<file path="src/hw/rtl/kss_pkg.sv">
`timescale 1ns / 1ps
// ----------------------------------------------------------------------------
// kss_pkg
// Types and codes shared by the keyed segment store.
// ----------------------------------------------------------------------------
package kss_pkg;

    typedef enum logic [2:0] {
        OP_HAS   = 3'd0,
        OP_ADD   = 3'd1,
        OP_ACQ   = 3'd2,
        OP_FIND  = 3'd3,
        OP_CLEAR = 3'd4
    } t_op;

    typedef enum logic [1:0] {
        ST_OK        = 2'd0,
        ST_NOT_FOUND = 2'd1,
        ST_DUPLICATE = 2'd2,
        ST_ZERO_ID   = 2'd3
    } t_status;

    typedef enum logic [1:0] {
        S_IDLE,
        S_SCAN,
        S_DECIDE,
        S_OUT
    } t_state;

    typedef struct packed {
        logic [2:0]  opcode;
        logic [7:0]  source;
        logic [31:0] segment_id;
        logic [31:0] payload_handle;
        logic [31:0] timestamp;
    } t_req;

    typedef struct packed {
        logic [1:0]  status;
        logic [31:0] next_id;
        logic [31:0] payload_out;
        logic        evicted;
        logic [31:0] evicted_handle;
    } t_rsp;

    typedef struct packed {
        logic [7:0]  source;
        logic [31:0] id;
        logic [31:0] handle;
        logic [31:0] stamp;
    } t_entry;

    localparam int ENTRY_W = $bits(t_entry);

    typedef struct packed {
        logic start;
        logic scan;
        logic decide;
    } t_eng_ctrl;

endpackage

</file>
<file path="src/hw/rtl/kss_ram.sv">
`timescale 1ns / 1ps
// ----------------------------------------------------------------------------
// kss_ram
// Simple dual-port RAM, one write and one registered read port.
// ----------------------------------------------------------------------------
module kss_ram #(
    parameter int WIDTH = 8,
    parameter int DEPTH = 16
) (
    input  logic                     i_clk,
    input  logic                     i_wr_en,
    input  logic [$clog2(DEPTH)-1:0] i_wr_addr,
    input  logic [WIDTH-1:0]         i_wr_data,
    input  logic                     i_rd_en,
    input  logic [$clog2(DEPTH)-1:0] i_rd_addr,
    output logic [WIDTH-1:0]         o_rd_data
);

    logic [WIDTH-1:0] r_mem [DEPTH];
    logic [WIDTH-1:0] r_rd_data;

    always_ff @(posedge i_clk) begin
        if (i_wr_en) begin
            r_mem[i_wr_addr] <= i_wr_data;
        end
        if (i_rd_en) begin
            r_rd_data <= r_mem[i_rd_addr];
        end
    end

    assign o_rd_data = r_rd_data;

endmodule

</file>
<file path="src/hw/rtl/kss_engine.sv">
`timescale 1ns / 1ps
// ----------------------------------------------------------------------------
// kss_engine
// Walks the used slots of the table RAM, gathers match, free slot, oldest
// slot and next-id results, then forms the write-back and the response.
// ----------------------------------------------------------------------------
module kss_engine import kss_pkg::*; #(
    parameter int ENTRIES = 16
) (
    input  logic                       i_clk,
    input  logic                       i_rst_n,
    input  t_eng_ctrl                  i_ctrl,
    input  t_req                       i_req,
    output logic                       o_rd_en,
    output logic [$clog2(ENTRIES)-1:0] o_rd_addr,
    input  t_entry                     i_rd_data,
    output logic                       o_wr_en,
    output logic [$clog2(ENTRIES)-1:0] o_wr_addr,
    output t_entry                     o_wr_data,
    output logic                       o_done,
    output t_rsp                       o_rsp
);

    localparam int AW = $clog2(ENTRIES);
    localparam int IW = $clog2(ENTRIES + 1);

    logic [IW-1:0] r_count, n_count;
    logic [IW-1:0] r_idx;
    logic          r_rd_vld;
    logic [AW-1:0] r_rd_slot;

    logic          r_hit;
    logic [AW-1:0] r_hit_slot;
    logic [31:0]   r_hit_handle;
    logic          r_free;
    logic [AW-1:0] r_free_slot;
    logic          r_min_vld;
    logic [31:0]   r_min_time;
    logic [AW-1:0] r_min_slot;
    logic [31:0]   r_min_handle;
    logic          r_nx_found;
    logic [31:0]   r_nx_id;

    logic beat_hit, beat_free, beat_min, beat_nx;
    logic wr_req;

    assign o_rd_en   = i_ctrl.scan && (r_idx < r_count);
    assign o_rd_addr = r_idx[AW-1:0];
    assign o_done    = i_ctrl.scan && !(r_idx < r_count) && !r_rd_vld;

    assign beat_hit  = (i_rd_data.id != 32'd0) && (i_rd_data.id == i_req.segment_id)
                       && (i_rd_data.source == i_req.source);
    assign beat_free = (i_rd_data.id == 32'd0);
    assign beat_min  = !r_min_vld || (i_rd_data.stamp < r_min_time);
    assign beat_nx   = (i_rd_data.id != 32'd0) && (i_rd_data.source == i_req.source)
                       && (i_rd_data.id > i_req.segment_id)
                       && (!r_nx_found || (i_rd_data.id < r_nx_id));

    always_ff @(posedge i_clk) begin
        if (!i_rst_n) begin
            r_count  <= '0;
            r_idx    <= '0;
            r_rd_vld <= 1'b0;
        end else begin
            r_count  <= n_count;
            r_rd_vld <= o_rd_en;
            if (i_ctrl.start) begin
                r_idx <= '0;
            end else if (o_rd_en) begin
                r_idx <= r_idx + IW'(1);
            end
        end
    end

    always_ff @(posedge i_clk) begin
        r_rd_slot <= o_rd_addr;
        if (i_ctrl.start) begin
            r_hit      <= 1'b0;
            r_free     <= 1'b0;
            r_min_vld  <= 1'b0;
            r_nx_found <= 1'b0;
        end else if (r_rd_vld) begin
            if (beat_hit && !r_hit) begin
                r_hit        <= 1'b1;
                r_hit_slot   <= r_rd_slot;
                r_hit_handle <= i_rd_data.handle;
            end
            if (beat_free && !r_free) begin
                r_free      <= 1'b1;
                r_free_slot <= r_rd_slot;
            end
            if (beat_min) begin
                r_min_vld    <= 1'b1;
                r_min_time   <= i_rd_data.stamp;
                r_min_slot   <= r_rd_slot;
                r_min_handle <= i_rd_data.handle;
            end
            if (beat_nx) begin
                r_nx_found <= 1'b1;
                r_nx_id    <= i_rd_data.id;
            end
        end
    end

    always_comb begin
        o_rsp     = '0;
        o_rsp.status = ST_NOT_FOUND;
        wr_req    = 1'b0;
        o_wr_addr = r_hit_slot;
        o_wr_data = '0;
        n_count   = r_count;
        case (i_req.opcode)
            OP_HAS: begin
                o_rsp.status = r_hit ? ST_OK : ST_NOT_FOUND;
            end
            OP_ADD: begin
                if (i_req.segment_id == 32'd0) begin
                    o_rsp.status = ST_ZERO_ID;
                end else if (r_hit) begin
                    o_rsp.status = ST_DUPLICATE;
                end else begin
                    o_rsp.status     = ST_OK;
                    wr_req           = 1'b1;
                    o_wr_data.source = i_req.source;
                    o_wr_data.id     = i_req.segment_id;
                    o_wr_data.handle = i_req.payload_handle;
                    o_wr_data.stamp  = i_req.timestamp;
                    if (r_free) begin
                        o_wr_addr = r_free_slot;
                    end else if (r_count < IW'(ENTRIES)) begin
                        o_wr_addr = r_count[AW-1:0];
                        if (i_ctrl.decide) begin
                            n_count = r_count + IW'(1);
                        end
                    end else begin
                        o_wr_addr            = r_min_slot;
                        o_rsp.evicted        = 1'b1;
                        o_rsp.evicted_handle = r_min_handle;
                    end
                end
            end
            OP_ACQ: begin
                if (r_hit) begin
                    o_rsp.status      = ST_OK;
                    o_rsp.payload_out = r_hit_handle;
                    wr_req            = 1'b1;
                    o_wr_addr         = r_hit_slot;
                    o_wr_data.stamp   = i_req.timestamp;
                end
            end
            OP_FIND: begin
                if (r_nx_found) begin
                    o_rsp.status  = ST_OK;
                    o_rsp.next_id = r_nx_id;
                end
            end
            OP_CLEAR: begin
                o_rsp.status = ST_OK;
                if (i_ctrl.decide) begin
                    n_count = '0;
                end
            end
            default: begin
                o_rsp.status = ST_NOT_FOUND;
            end
        endcase
    end

    assign o_wr_en = i_ctrl.decide && wr_req;

    a_count_bound: assert property (@(posedge i_clk) disable iff (!i_rst_n)
        r_count <= IW'(ENTRIES))
        else $error("slot count beyond table size");

    a_idx_bound: assert property (@(posedge i_clk) disable iff (!i_rst_n)
        i_ctrl.scan |-> r_idx <= r_count)
        else $error("scan index ran past used slots");

    a_evict_full: assert property (@(posedge i_clk) disable iff (!i_rst_n)
        i_ctrl.decide && o_rsp.evicted |-> r_count == IW'(ENTRIES) && o_rsp.status == ST_OK)
        else $error("eviction with table not full");

    a_next_ok: assert property (@(posedge i_clk) disable iff (!i_rst_n)
        i_ctrl.decide && o_rsp.next_id != 32'd0 |-> o_rsp.status == ST_OK)
        else $error("next id reported without ok status");

endmodule

</file>
<file path="src/hw/rtl/keyed_segment_store_lru_unit.sv">
`timescale 1ns / 1ps
// ----------------------------------------------------------------------------
// keyed_segment_store_lru_unit
// Keyed segment table with least-recently-used replacement.
// ----------------------------------------------------------------------------
// One request is handled at a time. A request reads every used slot of the
// table RAM, one slot per cycle through its single read port, then writes
// back at most one slot before its result is moved into the output register.
// The output register lets the next request be accepted while a result still
// waits. No clearing pass is needed after reset.
module keyed_segment_store_lru_unit import kss_pkg::*; #(
    parameter int ENTRIES = 16
) (
    input  logic i_clk,
    input  logic i_rst_n,
    input  logic i_in_valid,
    output logic o_in_ready,
    input  t_req i_in_req,
    output logic o_out_valid,
    input  logic i_out_ready,
    output t_rsp o_out_rsp
);

    localparam int AW = $clog2(ENTRIES);

    t_state    r_state, n_state;
    t_req      r_req;
    t_rsp      r_res;
    t_rsp      r_out_rsp;
    logic      r_out_valid;
    t_eng_ctrl ctrl;
    logic      accept, out_load, scan_done;

    logic          rd_en, wr_en;
    logic [AW-1:0] rd_addr, wr_addr;
    t_entry        rd_data, wr_data;
    t_rsp          eng_rsp;

    always_comb begin
        n_state = r_state;
        case (r_state)
            S_IDLE:   if (i_in_valid) n_state = S_SCAN;
            S_SCAN:   if (scan_done) n_state = S_DECIDE;
            S_DECIDE: n_state = S_OUT;
            S_OUT:    if (out_load) n_state = S_IDLE;
            default:  n_state = S_IDLE;
        endcase
    end

    always_comb begin
        o_in_ready  = (r_state == S_IDLE);
        ctrl.start  = (r_state == S_IDLE) && i_in_valid;
        ctrl.scan   = (r_state == S_SCAN);
        ctrl.decide = (r_state == S_DECIDE);
        out_load    = (r_state == S_OUT) && (!r_out_valid || i_out_ready);
    end

    assign accept = i_in_valid && o_in_ready;

    always_ff @(posedge i_clk) begin
        if (!i_rst_n) begin
            r_state     <= S_IDLE;
            r_out_valid <= 1'b0;
        end else begin
            r_state <= n_state;
            if (out_load) begin
                r_out_valid <= 1'b1;
            end else if (i_out_ready) begin
                r_out_valid <= 1'b0;
            end
        end
    end

    always_ff @(posedge i_clk) begin
        if (accept) begin
            r_req <= i_in_req;
        end
        if (ctrl.decide) begin
            r_res <= eng_rsp;
        end
        if (out_load) begin
            r_out_rsp <= r_res;
        end
    end

    assign o_out_valid = r_out_valid;
    assign o_out_rsp   = r_out_rsp;

    kss_engine #(
        .ENTRIES (ENTRIES)
    ) u_engine (
        .i_clk     (i_clk),
        .i_rst_n   (i_rst_n),
        .i_ctrl    (ctrl),
        .i_req     (r_req),
        .o_rd_en   (rd_en),
        .o_rd_addr (rd_addr),
        .i_rd_data (rd_data),
        .o_wr_en   (wr_en),
        .o_wr_addr (wr_addr),
        .o_wr_data (wr_data),
        .o_done    (scan_done),
        .o_rsp     (eng_rsp)
    );

    kss_ram #(
        .WIDTH (ENTRY_W),
        .DEPTH (ENTRIES)
    ) u_table (
        .i_clk     (i_clk),
        .i_wr_en   (wr_en),
        .i_wr_addr (wr_addr),
        .i_wr_data (wr_data),
        .i_rd_en   (rd_en),
        .i_rd_addr (rd_addr),
        .o_rd_data (rd_data)
    );

endmodule

</file>
<file path="config.mk">
export PLATFORM = sky130hd
export DESIGN_NAME = keyed_segment_store_lru_unit
export DESIGN_NICKNAME = d
export VERILOG_FILES = /design/src/hw/rtl/kss_pkg.sv /design/src/hw/rtl/kss_ram.sv /design/src/hw/rtl/kss_engine.sv /design/src/hw/rtl/keyed_segment_store_lru_unit.sv
export SDC_FILE = /design/constraint.sdc
export NUM_CORES = 2
export LEC_CHECK = 0
export BUFFER_PORTS_ARGS = -buffer_cell sky130_fd_sc_hd__buf_2
export CORE_MARGIN = 1.5
export CORE_UTILIZATION = 50
export DETAILED_ROUTE_END_ITERATION = 10
export PLACE_DENSITY_LB_ADDON = 0.1
export SYNTH_ARGS = -nofsm -noshare
export SYNTH_HDL_FRONTEND = slang
export SYNTH_SLANG_ARGS = --single-unit
</file>
<file path="constraint.sdc">
create_clock -name i_clk -period 8.5 [get_ports i_clk]
set_clock_uncertainty 0.1 [all_clocks]
set_input_delay 0.425 -clock i_clk [delete_from_list [all_inputs] [get_ports i_clk]]
set_output_delay 0.425 -clock i_clk [all_outputs]
set_load 0.1 [all_outputs]
</file>
==> summary.md <==
| Metric | Value |
|---|---|
| IO Port Bufs | 211 |
| Final ANT Viol Nets | 0 |
| DP Wirelength | 97.0 mm |
| Status | finished clean |
| Clock sinks | 2235 |
| Post-Syn Instances | 3620 |
| Via Count | 37800 |
| Sequential area share after synthesis | 79.7% |
| WP data required | 8.86 ns |
| CTS tree | yes |
| Flops & latches, synth | approximately 2200 |
| Wire length on met3 | 9.85 mm |
| Total Routing Usage GR | 21.7% |
| Initial Util | between 50% and 60% |
| Vias per cell | 5.83 |
| Pwr Density | 247 mW/mm² |
| Slowest stage delay, CP | 1.01 ns |
| Layout cell share with drive strength beyond 1 | a little over a quarter |
| VDD IR max | roughly 0.00023 V |
| First-pass GRT wire length | 265 mm |
| Critical path arrival | 5.72 ns |
| Postcts setup bufs | 0 |
| Crit Path Class | reg -> reg |
| Die area | roughly 0.17 mm² |
| Mapped Area | between 0.08 and 0.09 mm² |
| M1 wire length | 80.9 mm |
| Initial antenna violation count | 9 |
| Drt first pass iters | 5 |
| Io pins | 212 |
| Unrepaired setup endpoints after global routing | false |
| Largest net degree at the start of global routing | 105 |
| Die Width | 413 µm |
| Clk_lat worst skew | 0.84 ns |
| Fin nets | ~4300 |
| DR WL/cell | around 28 µm |
| Number of global-route vias before repair | 38500 |
| Yosys warns | 0 |
| Syn nets | 3835 |
| Crit Path Max Fanout | 50 |
| Total CTS buffers | 219 |
| Worst-path cell chain | buf_4, or3b_1, or2_1, buf_4, a21oi_4, buf_4, mux2i_1, nand4_1, nor2_4, buf_4 |
| Core Area | 0.167 mm² |
| Final hold vios | 0 |
| Synth-to-layout area growth | 14.5% |
| CP max stage cell | nor2_4 |
| Final period utilization | 63.0% |
| Fin crit period | 5.36 ns |
| Routed WL | 182 mm |
| Synth area leaders | edfxtp_1 79%, mux4_2 14%, ha_1 1.5% |
| Max-slew headroom | around an eighth |
| Uppermost layer routed | met5 |
| Post-synth cell types | 57 |
| Area leader, netlist | edfxtp_1 |
| Fin Setup TNS | 0 ns |
| Slew at the pin closest to its max-slew limit | 1.31 ns |
| Post-Syn Area per Cell | 23.2 µm² |
| Fmax | 0.187 GHz |
| GPL Wtd Cong | 0.793 |
| Total power | ~24 mW |
| CTS H-tree depth | 4 |
| Clock-pin transition on the worst setup and hold timing paths | 0.06 ns |
| Most common flop cell mapped by yosys | edfxtp_1 |
| Final setup viols | 0 |
| Type of the most critical hold path | in -> reg |
| Startpoint Class | register |
| Max_cap viols | 0 |
| Final Max Slew Viols | 0 |
| Cell mode on critical path | buf_4 |
| Static leakage | ~31 nW |
| Clk root buf | clkbuf_16 |
| Drt drc | 0 |
| Die Y | between 400 and 500 µm |
| Drt initial violations | ~3500 |
| Post-synth EDFFs | 2213 |
| Met2 WL | 88.0 mm |
| Ys async rst share | 0% |
| Grt total ovfl | 0 |
| CP Capture Type | register |
| Core Rows | 150 |
| Yosys top cell area share | between 70% and 80% |
| Maximum buffer depth of the clock tree | 3 |
sequential cells by signal (all words and copies together), names as in the netlist, 2 cells and up:
signal / cells
u_engine.r_count: 5
u_engine.r_idx: 5
r_res: 99
u_engine.r_hit_slot: 4
u_table.o_rd_data: 104
u_engine.r_min_slot: 4
u_engine.r_free_slot: 4
u_engine.r_nx_id: 32
r_req: 107
u_engine.r_min_handle: 32
r_state: 2
u_engine.r_rd_slot: 4
u_table.r_mem: 1664
u_engine.r_hit_handle: 32
o_out_rsp: 99
u_engine.r_min_time: 32
per-layer routing:
layer | track usage [%] | up-vias
li1 | - | 16100
met1 | 32.2 | 20400
met2 | 34.2 | 1095
met3 | 3.18 | 252
met4 | 5.56 | 2
met5 | 0 | -
cell type report:
class / count / area, µm²
multi-input cells: 1130 / 16200
diodes: 1 / 2.50
repair buffers: 414 / 3010
fillers: 12200 / 70900
inverters: 106 / 408
clock buffers: 292 / 5840
well taps: 2204 / 2760
clock inverters: 107 / 998
flip-flops and latches: 2235 / 66900
Yosys cell counts (2+ instances only):
master and n:
a2111oi_0 2, a211oi_1 6, a21o_1 7, a21oi_1 44, a221o_1 2, a221oi_1 3, a32o_1 2, and2_1 138
and3_1 5, and4_1 5, buf_1 9, buf_2 51, buf_4 2, buf_6 3, clkbuf_1 79, clkbuf_2 5
dfxtp_1 22, edfxtp_1 2213, ha_1 104, inv_1 106, mux2_2 3, mux2i_1 10, mux4_2 520, nand2_1 33
nand2_2 2, nand2b_1 7, nand3_1 12, nand4_1 23, nor2_1 42, nor2b_1 8, nor3_1 66, nor3b_1 4
nor4_1 22, o211ai_1 6, o21ai_0 24, xnor2_1 4, xor2_1 6
logic make-up after synthesis:
| family | share of synthesized area [%] |
|---|---|
| XOR/XNOR | 0.104 |
| AND/OR/NAND/NOR | 2.48 |
| buffers and inverters | 1.26 |
| multiplexers | 14.1 |
| adder cells (fa/ha/maj) | 1.55 |
| AO/OA/AOI/OAI | 0.809 |
| flip-flops | 79.7 |
through the flow:
step	instances	utilization (%)	worst slack (ns)	cell area, µm²	hold slack, ns
finish	6489	57.6	3.14	96200	0.193
global route	6488	57.6	2.79	96100	0.148
global placement	5979	52.8	3.07	88200	0.301
detailed placement	5979	52.8	3.09	88200	0.305
floorplan	3620	-	-0.0912	84000	0.254
CTS	6488	57.6	3.01	96100	0.123
cell usage in the layout, fill, tap and decap left out, types with 4 or more instances in the layout:
master / n
buf_4: 81
o211ai_1: 6
mux4_2: 520
xnor2_1: 4
nand4_1: 23
nor3_1: 56
xor2_1: 6
nor2_4: 16
nor2_1: 26
nand2_1: 33
a21oi_1: 43
buf_12: 12
nand2b_1: 7
clkbuf_1: 69
o21ai_0: 24
dfxtp_4: 4
clkbuf_16: 223
clkinvlp_4: 8
nor4_1: 22
clkinv_1: 44
dfxtp_1: 18
dlygate4sd3_1: 110
mux2i_1: 10
and4_1: 5
bufinv_16: 15
a211oi_1: 6
and3_1: 4
and2_1: 138
clkinv_2: 28
a21o_1: 7
inv_6: 7
inv_1: 104
buf_2: 211
nor3_2: 10
nor2b_1: 7
ha_1: 103
edfxtp_1: 2213
nand3_1: 12
timing repair:
action                    4_1_cts  5_1_grt
hold endpoints to repair      118        0
gates resized for setup         0        0
hold buffers                  110        0
worst max-delay path, delay by kind of cell, from the launching register on:
kind	cells	cell delay, ns
AO/OA/AOI/OAI	1	0.18
buffers and inverters	4	1.79
flip-flops	1	0.35
multiplexers	1	0.33
AND/OR/NAND/NOR	4	2.13
where the power goes:
group          switching (mW)  leakage [nW]  total, mW  internal [mW]
Clock                    4.01          3.31       9.28           5.27
Sequential              0.138          20.6       12.9           12.7
Combinational            1.25          6.81       1.56          0.301
final timing paths:
path | to | slack, ns | cells past startpoint | start
max | u_table.r_mem[10][88] | 3.14 | 10 | r_req[106]
min | r_req[27] | 0.19 | 2 | i_in_req[27]
max reg2reg | u_table.r_mem[10][88] | 3.14 | 10 | r_req[106]
min reg2reg | o_out_rsp[69] | 0.32 | 0 | r_res[69]
No activity file was read; power rests on OpenSTA's default activity.
